## config.mk

```make
export PLATFORM = sky130hd
export DESIGN_NAME = tgp_lane
export DESIGN_NICKNAME = d
export VERILOG_FILES = /design/src/rtl/tgp_pkg.sv /design/src/rtl/tgp_lane.sv
export SDC_FILE = /design/constraint.sdc
export NUM_CORES = 1
export LEC_CHECK = 0
export ABC_AREA = 1
export BUFFER_PORTS_ARGS = -buffer_cell sky130_fd_sc_hd__buf_2
export CAP_MARGIN = 20
export CORE_MARGIN = 10
export CORE_UTILIZATION = 55
export CTS_CLUSTER_DIAMETER = 30
export CTS_CLUSTER_SIZE = 12
export DETAILED_ROUTE_END_ITERATION = 10
export GPL_TIMING_DRIVEN = 0
export PLACE_DENSITY_LB_ADDON = 0.25
export SLEW_MARGIN = 10
export SYNTH_ARGS = -nofsm -noshare
export SYNTH_HDL_FRONTEND = slang
export SYNTH_SLANG_ARGS = --single-unit
export TNS_END_PERCENT = 50
```

## constraint.sdc

```tcl
create_clock -name clk -period 7.85 [get_ports clk]
set_input_delay 0.785 -clock clk [delete_from_list [all_inputs] [get_ports clk]]
set_output_delay 0.785 -clock clk [all_outputs]
set_load 0.02 [all_outputs]
```

## src/rtl/tgp_pkg.sv

```systemverilog
package tgp_pkg;

  // value format and datapath widths
  localparam int VALUE_BITS    = 32;
  localparam int LANES         = 8;
  localparam int AXES          = 3;
  localparam int RATIO_BITS    = 2;
  localparam int SHIFT_BITS    = 4;
  localparam int AXIS_W_BITS   = 5;   // one axis weight in quarters, -6 .. 14
  localparam int PAIR_W_BITS   = 2 * AXIS_W_BITS;
  localparam int WEIGHT_BITS   = 13;  // product of three axis weights, |w| <= 2744
  localparam int PROD_BITS     = VALUE_BITS + WEIGHT_BITS;
  localparam int PAIR_BITS     = PROD_BITS + 1;
  localparam int SUM_BITS      = PROD_BITS + 3;
  localparam int RND_SHIFT     = 9;   // divide by 8 and by the 1/64 weight scale
  localparam int RES_BITS      = SUM_BITS - RND_SHIFT;
  localparam int CMB_BITS      = RES_BITS + 1;
  localparam int PIPE_STAGES   = 6;
  localparam int SB_STAGES     = PIPE_STAGES - 1;
  localparam int CFG_IDX_BITS  = 3;
  localparam int CFG_DATA_BITS = SHIFT_BITS;

  localparam logic [RATIO_BITS-1:0] RATIO_FLAT  = RATIO_BITS'(1);
  localparam logic [RATIO_BITS-1:0] RATIO_RESET = RATIO_BITS'(2);

  typedef logic signed [VALUE_BITS-1:0] value_t;

  localparam value_t VALUE_MAX = {1'b0, {(VALUE_BITS-1){1'b1}}};
  localparam value_t VALUE_MIN = {1'b1, {(VALUE_BITS-1){1'b0}}};

  typedef enum logic [1:0] {
    FUNC_ASSIGN = 2'd0,
    FUNC_ADD    = 2'd1,
    FUNC_SUB    = 2'd2,
    FUNC_KEEP   = 2'd3
  } func_t;

  typedef enum logic [CFG_IDX_BITS-1:0] {
    CFG_RATIO_X = 3'd0,
    CFG_RATIO_Y = 3'd1,
    CFG_RATIO_Z = 3'd2,
    CFG_SHIFT_X = 3'd3,
    CFG_SHIFT_Y = 3'd4,
    CFG_SHIFT_Z = 3'd5
  } cfg_idx_t;

  typedef struct packed {
    func_t        func;
    logic [2:0]   parity;
    value_t       old_fine;
    value_t       c_000;
    value_t       c_100;
    value_t       c_010;
    value_t       c_110;
    value_t       c_001;
    value_t       c_101;
    value_t       c_011;
    value_t       c_111;
  } in_item_t;

  typedef struct packed {
    value_t fine_value;
    logic   saturated;
  } out_item_t;

  typedef struct packed {
    logic s1_en;
    logic s2_en;
  } lane_ctl_t;

  typedef struct packed {
    logic s3_en;
    logic s4_en;
    logic s5_en;
    logic s6_en;
  } merge_ctl_t;

endpackage

```

## src/rtl/tgp_lane.sv

```systemverilog
module tgp_lane import tgp_pkg::*; (
  input  logic                              clk,
  input  lane_ctl_t                         ctl,
  input  logic [AXES-1:0]                   lane_idx,
  input  logic [AXES-1:0]                   flat,
  input  logic [AXES-1:0]                   parity,
  input  logic [AXES-1:0][SHIFT_BITS-1:0]   shifts,
  input  value_t [LANES-1:0]                coarse,
  output logic [PROD_BITS-1:0]              prod
);

  logic signed [AXIS_W_BITS-1:0] axis_w [AXES];
  logic signed [PAIR_W_BITS-1:0] w_xy;
  logic signed [WEIGHT_BITS-1:0] w_lane;
  logic [AXES-1:0]               sel;

  logic signed [WEIGHT_BITS-1:0] w_r;
  value_t                        v_r;
  logic signed [PROD_BITS-1:0]   prod_r;

  // near weight 6 + o*q, far weight 2 - o*q, in quarters
  always_comb begin
    logic signed [AXIS_W_BITS:0] q_ext;
    logic signed [AXIS_W_BITS:0] oq;
    logic signed [AXIS_W_BITS:0] wa;
    for (int ax = 0; ax < AXES; ax++) begin
      q_ext = (AXIS_W_BITS+1)'($signed(shifts[ax]));
      oq    = parity[ax] ? q_ext : -q_ext;
      wa    = lane_idx[ax] ? ((AXIS_W_BITS+1)'(2) - oq) : ((AXIS_W_BITS+1)'(6) + oq);
      axis_w[ax] = wa[AXIS_W_BITS-1:0];
      sel[ax]    = lane_idx[ax] && !flat[ax];
    end
  end

  assign w_xy   = PAIR_W_BITS'(axis_w[0]) * PAIR_W_BITS'(axis_w[1]);
  assign w_lane = WEIGHT_BITS'(WEIGHT_BITS'(w_xy) * WEIGHT_BITS'(axis_w[2]));

  always_ff @(posedge clk) begin
    if (ctl.s1_en) begin
      w_r <= w_lane;
      v_r <= coarse[sel];
    end
    if (ctl.s2_en) begin
      prod_r <= PROD_BITS'(v_r) * PROD_BITS'(w_r);
    end
  end

  assign prod = prod_r;

endmodule

```

After elaboration in Yosys (flattened, before gate mapping)
Cells that the tools add are included.
{ "totals": {"reg_bits": 90, "in_bits": 280, "out_inout_bits": 45, "elab_cells": 30} }
{ "op_classes": {"addsub": 9, "mul": 3, "order_cmp": 1, "mux": 8, "reduce_logical": 6} }
{ "ops": {"columns": ["cell", "n"], "rows": [
  ["$bmux 32 s3", 1],
  ["$mul 32x13->45", 1],
  ["$mux 32", 1],
  ["$mux 5", 6],
  ["$add 4x5->5 const A", 3],
  ["$neg 4->5", 3],
  ["$sub 3x5->5 const A", 3],
  ["$mul 10x5->13", 1],
  ["$mul 5x5->10", 1],
  ["$lt 3x4->1 const B", 1],
  ["$logic_and 1x1->1", 3],
  ["$logic_not 1->1", 3]
]} }

Depth between registers and ports, before layout
Gate-level depths: netlist of run 1.
{ "depth": {"word_depth": 6, "depth_mapped": 43, "depth_no_buf": 43} }

Worst setup path before layout of run 1
No wires, ideal clock.
{ "synth_path": {"path_type": "input to register", "from": "input port shifts[4] in the netlist's numbering", "to": "register w_r[12], data pin", "setup_time_ns": 0.252, "t_arrival_ns": 7.579, "required_time_ns": 7.598, "setup_slack_ns": 0.019, "stages": 35, "path_buffers": 0, "path_cell_list": "inv_1 ha_1 inv_1 o21ai_0 inv_1 ha_1 a211o_1 o21ai_0 xor2_1 inv_1 nor2_1 fa_1 inv_1 fa_1 fa_1 inv_1 ha_1 nand2_1 nand2_1 a31o_2 xor2_1 nor2_1 fa_1 fa_1 inv_1 fa_1 inv_1 ha_1 inv_1 nor4_1 nand2_1 o311ai_0 a31oi_1 nand3_1 nand2_1"} }
{ "synth_via": {"elab_chain_len": 6, "elab_cells_between_ends": 7} }
{ "synth_lines": {"columns": ["item", "line_no", "text"], "rows": [
  ["start, declared", "tgp_lane.sv:7", "input logic [AXES-1:0][SHIFT_BITS-1:0] shifts,"],
  ["$neg 4->5", "tgp_lane.sv:28", "oq = parity[ax] ? q_ext : -q_ext;"],
  ["$mux 5 *", "tgp_lane.sv:28", null],
  ["$add 4x5->5 / $sub 3x5->5 (equally long branches)", "tgp_lane.sv:29", "wa = lane_idx[ax] ? ((AXIS_W_BITS+1)'(2) - oq) : ((AXIS_W_BITS+1)'(6) + oq);"],
  ["$mux 5 *", "tgp_lane.sv:29", null],
  ["$mul 5x5->10 *", "tgp_lane.sv:35", "assign w_xy = PAIR_W_BITS'(axis_w[0]) * PAIR_W_BITS'(axis_w[1]);"],
  ["$mul 10x5->13 *", "tgp_lane.sv:36", "assign w_lane = WEIGHT_BITS'(WEIGHT_BITS'(w_xy) * WEIGHT_BITS'(axis_w[2]));"],
  ["named net w_lane[12]", "tgp_lane.sv:14", "logic signed [WEIGHT_BITS-1:0] w_lane;"],
  ["end signal, assigned", "tgp_lane.sv:40", "w_r <= w_lane;"],
  ["end, declared", "tgp_lane.sv:17", "logic signed [WEIGHT_BITS-1:0] w_r;"]
]} }
Mark *: on every way through the listed nets, which the timed path passes. The rest lies on a longest branch.
A chain may end at the register's enable or synchronous reset.

Worst setup path after layout of run 1
{ "layout_path": {"from": "input port shifts[4] in the netlist's numbering", "to": "register w_r[10], data pin"} }
The elaborated chain is that of the path after synthesis.

==> results by stage, run 1 <==
Synthesis:
- The async set or reset register ratio after synthesis is 0%.
- The cell area after synthesis is 22700 µm².
- The proportion of synthesized chip area in sequential cells is 11.90%.
- The distinct cell type count of the synthesized netlist is 48.
- After synthesis, the largest family of logic cells by area is adder cells.
- The warning count from the yosys run is 0.
- After synthesis the netlist holds a flip-flop and latch count of 90.
- The average instance in the mapped netlist occupies 7.810 µm².
- The share of cell area taken by muxes after synthesis is 0%.
- The count of flip-flops with a built-in enable after synthesis is 90.
- The adder and majority cell fraction of the synthesized area is a little under half.
- In the synthesized netlist, the number of instances is approximately 2900.
- The area share of xor/xnor cells in the synthesized design is under 10%.
- The flip-flop cell with the highest count after synthesis is edfxtp_1.
- The share of the synthesized area in compound gates (AO/OA/AOI/OAI) is around 8.7%.
- The total nets after synthesis is approximately 3800.
- After Yosys synthesis, and, or, nand and nor cells account for ~18% of the synthesized area.

Floorplan:
- The initialized floorplan defines 74 standard-cell rows.
- The width of the die is 223.2 µm.
- The total area inside the core boundary comes to between 40000 and 50000 µm².
- The die boundary height is 223.2 µm.
- The floorplan step defined a die boundary enclosing 49810 µm².
- Pin placement for this block handled between 300 and 400 I/O pins.
- The initial core utilization is a little under three fifths.

Place:
- The count of input and output buffers is 324.
- Prior to clock tree synthesis, the placed netlist has a worst setup slack of -1164 ps.
- Summed over all nets, the half-perimeter wirelength after detailed placement is approximately 70000 µm.
- Routability-driven placement finished with a final weighted congestion of between 1 and 1.5.

Clock network:
- CTS saw 90 sinks.
- After clock tree synthesis, the clock-pin slew on the worst setup and hold paths is approximately 90 ps.
- The maximum clock insertion buffer count is 2.
- At the later pin of the worst-skew pair, clock insertion delay measures between 300 and 400 ps.
- After clock tree synthesis, the flow added hold-fix buffers numbering 0.
- The clock tree root driver cell is clkbuf_16.
- In this run, CTS created clock tree buffers numbering 9.
- The clock tree synthesis step divided the H-tree into 3 levels.
- The TritonCTS clock tree is built.

Timing:
- The final critical path takes up a little over nine tenths of the cycle.
- For the pin with the worst max-slew slack, the measured transition is roughly 1100 ps.
- The post-layout minimum cycle time is ~7700 ps.
- The sum of negative setup slack is 0 ps.
- The worst relative slew slack is 28.72%.
- The hold violation total from the final report is 0.
- Setup violations remaining at the end of the flow were counted as 0.
- The number of pins exceeding their max-slew limit in the final report is 0.
- The worst-case hold slack is approximately 700 ps.
- On the final layout, the worst clock skew is around 21 ps.
- Derived from the worst setup path, the maximum achievable clock frequency is between 100 and 150 MHz.
- The worst-case setup margin in the final layout is 177.4 ps.

Global route:
- Global routing used around a third of the available tracks.
- The number of antenna violations at the first check in global routing is 14.
- The global-route wire length before repair is between 100000 and 150000 µm.
- The total overflow left after global routing is 0.
- The via count of the first global-routing pass came to roughly 22000.
- The pin count of the biggest net entering global routing is 46.

Flow run:
- Across the run, the number of max-cap violations was 0.

Layout:
- The share of layout cells above drive strength 1 is between 10% and 20%.
- The area growth from synthesis to final layout is 13.76%.
- For this run, the post-layout net count is about 4000.
- The multi-input logic area is ~17000 µm².
- The sequential cells in the finished layout cover a total of between 2000 and 3000 µm².
- The most common library cell in the layout ignoring fill and taps is inv_1.
- In the layout the commonest cells are 668 x inv_1, 569 x nand2_1, 411 x fa_1.
- The total of fill cells in the finished design is between 3000 and 4000.

Hold path:
- The path class of the tightest hold or removal check is reg -> reg.
- Counting instances, the worst hold path has a depth of 2.
- The path with the worst hold slack has its endpoint at prod[0]$_DFFE_PP_.
- The launch point of the worst hold path is w_r[0]$_DFFE_PP_.

Route:
- The average wire per standard cell is approximately 22 µm.
- For this run, design rule violations remaining after detail routing come to 0.
- The iteration count of the initial detailed-routing pass is 6.
- The detailed-route via count is roughly 21000.
- After detailed routing, the total wire length is 82680 µm.
- In this run the remaining antenna-violating nets after routing total 0.
- The vias per cell is about 5.5.
- The initial DRC count is just under 2000.

Setup path:
- Measured in cells, the most critical reg-to-reg path has a length of 19.
- Data on the critical path arrives at its endpoint at between 7000 and 8000 ps.
- The startpoint identified for the worst register-to-register timing path is w_r[6]$_DFFE_PP_.
- The top fanout value on the critical path is 7.
- The required time at the worst-slack endpoint is 7960 ps.
- The endpoint identified for the worst register-to-register timing path is prod[40]$_DFFE_PP_.
- The kind of start point of the critical path is a primary input.
- The worst setup path is captured at a flip-flop.
- The register-to-register path setup slack is approximately 1200 ps.
- The cell with the largest stage delay on the worst path is fa_1.
- The largest single stage delay on the critical path is 560 ps.
- The critical path start-end classification is in -> reg.

Status:
- The run finished with clean final reports.
sequential cells by signal (all words and copies together), names as in the netlist:
signal,flops
w_r,13
v_r,32
prod,45
logic make-up (layout without fill, tap and decap cells):
logic type | count (synthesis) | in the layout
AO/OA/AOI/OAI | 345 | 345
XOR/XNOR | 65 | 65
adder cells (fa/ha/maj) | 571 | 571
buffers and inverters | 806 | 1160
flip-flops | 90 | 90
other | 0 | 6
AND/OR/NAND/NOR | 1030 | 1030
timing repair:
| item | in CTS | in global routing |
|---|---|---|
| setup buffers | 6 | 8 |
| resized for setup | 35 | 67 |
| pin swaps | 7 | 28 |
| hold endpoints to repair | 0 | 0 |
| endpoints found under the setup margin | 6 | 5 |
worst max path at each step:
stage | startpoint | endpoint | slack (ps) | depth (start not counted)
after global placement | shifts[4] | w_r[12]$_DFFE_PP_ | -780 | 36
final | shifts[4] | w_r[10]$_DFFE_PP_ | 180 | 37
after floorplan | shifts[4] | w_r[12]$_DFFE_PP_ | 20 | 35
after global routing | shifts[4] | w_r[10]$_DFFE_PP_ | -230 | 37
after CTS | shifts[4] | w_r[12]$_DFFE_PP_ | 6 | 35
after detailed placement | shifts[4] | w_r[12]$_DFFE_PP_ | -1160 | 36
per-stage QoR:
step | utilization [%] | area (µm²) | std cells
after detailed placement | 61.21 | 24990 | 3763
final | 63.25 | 25830 | 3799
after global routing | 63.25 | 25820 | 3798
after CTS | 62.42 | 25490 | 3785
after global placement | 61.21 | 24990 | 3763
after floorplan | - | 22700 | 2907
routing by layer:
layer	GRT usage, %	part of all wire (%)	routed length (µm)
met2	54.54	48	39350
met3	8.944	9.8	8121
met5	0	0.14	113
met1	38.67	37	30450
met4	16.17	5.6	4645
cell usage after synthesis, types with 9 or more instances:
| master | number | area, µm² |
|---|---|---|
| nor2_1 | 340 | 1276 |
| xnor2_1 | 21 | 183.9 |
| clkbuf_1 | 98 | 367.9 |
| o22ai_1 | 32 | 200.2 |
| o21bai_1 | 11 | 82.58 |
| nand2_1 | 575 | 2158 |
| nand4_1 | 9 | 56.30 |
| inv_1 | 679 | 2549 |
| xor2_1 | 44 | 385.4 |
| ha_1 | 157 | 1964 |
| o21ai_0 | 164 | 820.8 |
| or2_2 | 27 | 168.9 |
| buf_2 | 17 | 85.08 |
| a21oi_1 | 60 | 300.3 |
| fa_1 | 414 | 8288 |
| nand3_1 | 40 | 200.2 |
| a31oi_1 | 44 | 275.3 |
| nand2_2 | 12 | 75.07 |
| edfxtp_1 | 90 | 2703 |
critical path: cells and delay by family:
family                   cells  cell delay [ps]
AND/OR/NAND/NOR              7              670
adder cells (fa/ha/maj)     10             3630
XOR/XNOR                     3              640
buffers and inverters        8              660
AO/OA/AOI/OAI                9             1380
layout make-up:
type                            instances  share of cell area, %
Buffer                                118                  1.826
Multi-Input combinational cell       2011                  67.20
Tap cell                              532                  2.577
Timing Repair Buffer                  338                  6.705
Clock buffer                            9                 0.8720
Inverter                              688                  10.03
Sequential cell                        90                  10.46
Clock inverter                          7                 0.2664
Antenna cell                            6                0.05813
Power of run 1 is left out: the tool's default activity adds up to more than one toggle a clock period on the data nets, which glitch-free logic cannot reach.
==> run 2, diff against run 1 <==
CORE_UTILIZATION = 60   (was 55)
clock period = 9.4 ns   (was 7.85 ns; I/O delays follow)
==> run 2 against run 1 <==
First-iteration DRC count unchanged. Register-to-register slack better by 1300 ps. Die area down 7.6%. Global-route usage up 2.5 points. Via count up 0.89%. Worst hold slack better by 15 ps. Sequential share of layout area up 0.23 points. Utilization up 4.2 points. Critical path depth unchanged. Largest cell class unchanged.
==> results by stage, run 2 (same netlist as run 1, synthesis figures left out) <==
Layout:
- The library cell used most frequently in the layout, excluding fill and tap cells, is inv_1.
- In the layout the commonest cells are 679 x inv_1, 575 x nand2_1, 414 x fa_1.
- The number of flip-flops in the largest register is 45 (unchanged).
- The total of fill cells in the finished design was 3098 (-13%).
- The area growth from synthesis to final layout is 11.34%.
- The share of layout cells above drive strength 1 is 13.09% (-2.7 points).
- The final layout net count was 4093 (-0.34%).

Setup path:
- The critical path is of the in -> reg type.
- The arrival time reported for the critical path endpoint is 9000 ps (+1210 ps).
- The largest stage delay on the critical path is 530 ps (-30 ps).
- The required time at the worst-slack endpoint is 9530 ps (+1570 ps).
- The kind of start point of the critical path is a primary input.
- The gate family responsible for the most delay along the worst path is adder cells.
- STA classifies the critical path endpoint as a flip-flop.
- The most repeated library cell on the critical path is inv_1.
- The buffer and inverter count on the worst path is 8 (unchanged).
- The slowest stage of the critical path is the fa_1 cell.
- The top fanout value on the critical path is 7 (unchanged).

Route:
- The iteration count of the initial detailed-routing pass is 6 (unchanged).
- The met1 routed wirelength after detailed routing is 28040 µm (-7.9%).
- The routed length on met2 is 39380 µm (about the same).
- The detailed-route via count is 21114 (+0.89%).
- The initial DRC count came to 1939 (unchanged).
- The remaining number of nets flagged by the antenna check after routing is 0 (unchanged).
- Signal routing reaches up to met5.
- The post-detailed-route DRC marker count is 0 (unchanged).
- The average wire per standard cell is 21.66 µm (-0.46%).
- The vias per cell is 5.604 (+1.7%).
- The total detailed-routing wirelength is 81630 µm (-1.3%).
- The detailed-routed wire length on met3 was 8757 µm (+7.8%).

Timing:
- Setup repair after global routing left no endpoint under its margin.
- The hold violation total from the final report is 0 (unchanged).
- The worst-case hold slack came to 712.1 ps (+14.96 ps).
- The worst relative slew slack was 32.27% (+3.6 points).
- The number of endpoints failing setup at the final stage is 0 (unchanged).
- Dividing the final minimum period by the clock period gives between 90 and 100%.
- The sum of negative setup slack is 0 ps (unchanged).
- The maximum frequency from static timing analysis is roughly 110 MHz.
- The transition at the pin with the smallest max-transition slack is 1016 ps (-53.26 ps).
- The worst setup skew after layout is 11.86 ps (-9.095 ps).
- The routed design could run at a clock period as short as approximately 8900 ps.
- The number of pins exceeding their max-slew limit in the final report is 0 (unchanged).

Global route:
- The via count of the first global-routing pass is 22645 (+1.1%).
- The aggregate global-route resource usage came to 35.32% (+2.5 points).
- The pin count of the biggest net entering global routing is 46 (unchanged).
- The global-route wire length before repair was 125900 µm (-0.24%).
- The number of antenna violations at the first check in global routing is 20 (+6).
- The residual overflow from global routing is 0 (unchanged).

Floorplan:
- The floorplan row count is 71 (-4.1%).
- The floorplan core area is 37490 µm² (-8.2%).
- The total die area is 46020 µm² (-7.6%).
- The width of the die is 214.5 µm (-3.9%).
- The die boundary height is 214.5 µm (-3.9%).
- The initial core utilization is 60.56% (+5.0 points).
- The number of top-level pins is 325 (unchanged).

Clock network:
- The clock edge transition at the registers on the reported setup and hold paths was 70 ps (-20 ps).
- The number of H-tree branching levels is 3 (unchanged).
- TritonCTS built the clock tree.
- The sink count of the clock tree is 90 (unchanged).
- The clock latency on the worst-skew pair is 370 ps (-20 ps).
- The clock tree root driver cell is clkbuf_16.
- The maximum clock insertion buffer count is 2 (unchanged).
- The clock buffer count from CTS was 9 (unchanged).

Flow run:
- The number of max-capacitance violations reported came to 0 (unchanged).

Place:
- The global placer's final weighted congestion is 1.045 (+0.67%).
- The count of input and output buffers is 324 (unchanged).
- The half-perimeter wire length after placement is 71400 µm (+0.71%).

Hold path:
- In this run the worst hold path is classified as reg -> reg.

Status:
- The run finished with clean final reports.
[run 2: changes by cell type in the layout (fill, tap and decap cells not counted), moves of 11 or more]
cell and delta:
buf_4 -16, ha_1 +14, nor2_1 +13, ha_4 -11
inv_1 +11, nor2_2 -11
[run 2: area by class of cell]
cell class | instances | area (µm²) | area share, %
Multi-Input combinational cell | 2011 | 16950 | 67.03
Inverter | 688 | 2585 | 10.23
Sequential cell | 90 | 2703 | 10.69
Antenna cell | 10 | 25.02 | 0.09900
Tap cell | 511 | 639.4 | 2.529
Clock inverter | 5 | 55.05 | 0.2178
Timing Repair Buffer | 324 | 1622 | 6.415
Buffer | 118 | 471.7 | 1.866
Clock buffer | 11 | 232.7 | 0.9207
[run 2: worst min-delay path, cell delays in order, from the launching register on]
cell	delay, ps
edfxtp_1	480
nand2_1	80
inv_1	50
[run 2: path summary, 6_finish.rpt]
check / start / endpoint / slack [ps] / cells past startpoint
worst max-delay path: shifts[4] / w_r[12]$_DFFE_PP_ / 530 / 37
worst min-delay path: w_r[0]$_DFFE_PP_ / prod[0]$_DFFE_PP_ / 710 / 2
worst max register to register: w_r[3]$_DFFE_PP_ / prod[41]$_DFFE_PP_ / 2560 / 19
worst min register to register: w_r[0]$_DFFE_PP_ / prod[0]$_DFFE_PP_ / 710 / 2
[run 2: repair_timing]
item	4_1_cts	5_1_grt
setup endpoints to repair	0	1
setup buffers	0	0
resized for setup	0	1
hold buffers	0	0
[run 2: per-layer routing]
metal  GRT usage [%]  up-vias
li1                -     9398
met1           39.49    10126
met2           60.18     1288
met3           9.295      286
met4           20.23       16
met5               0        -
[run 2: metrics by stage]
| step | instance area [µm²] | std cells | util, % | setup slack, ps |
|---|---|---|---|---|
| CTS | 25250 | 3758 | 67.36 | 597.4 |
| global route | 25270 | 3763 | 67.40 | 23.31 |
| finish | 25280 | 3768 | 67.43 | 533.0 |
| detailed placement | 24970 | 3742 | 66.59 | 223.7 |
| global placement | 24970 | 3742 | 66.59 | 692.5 |
| floorplan | 22700 | 2907 | - | 1414 |
Power of run 2 is left out for the same reason.
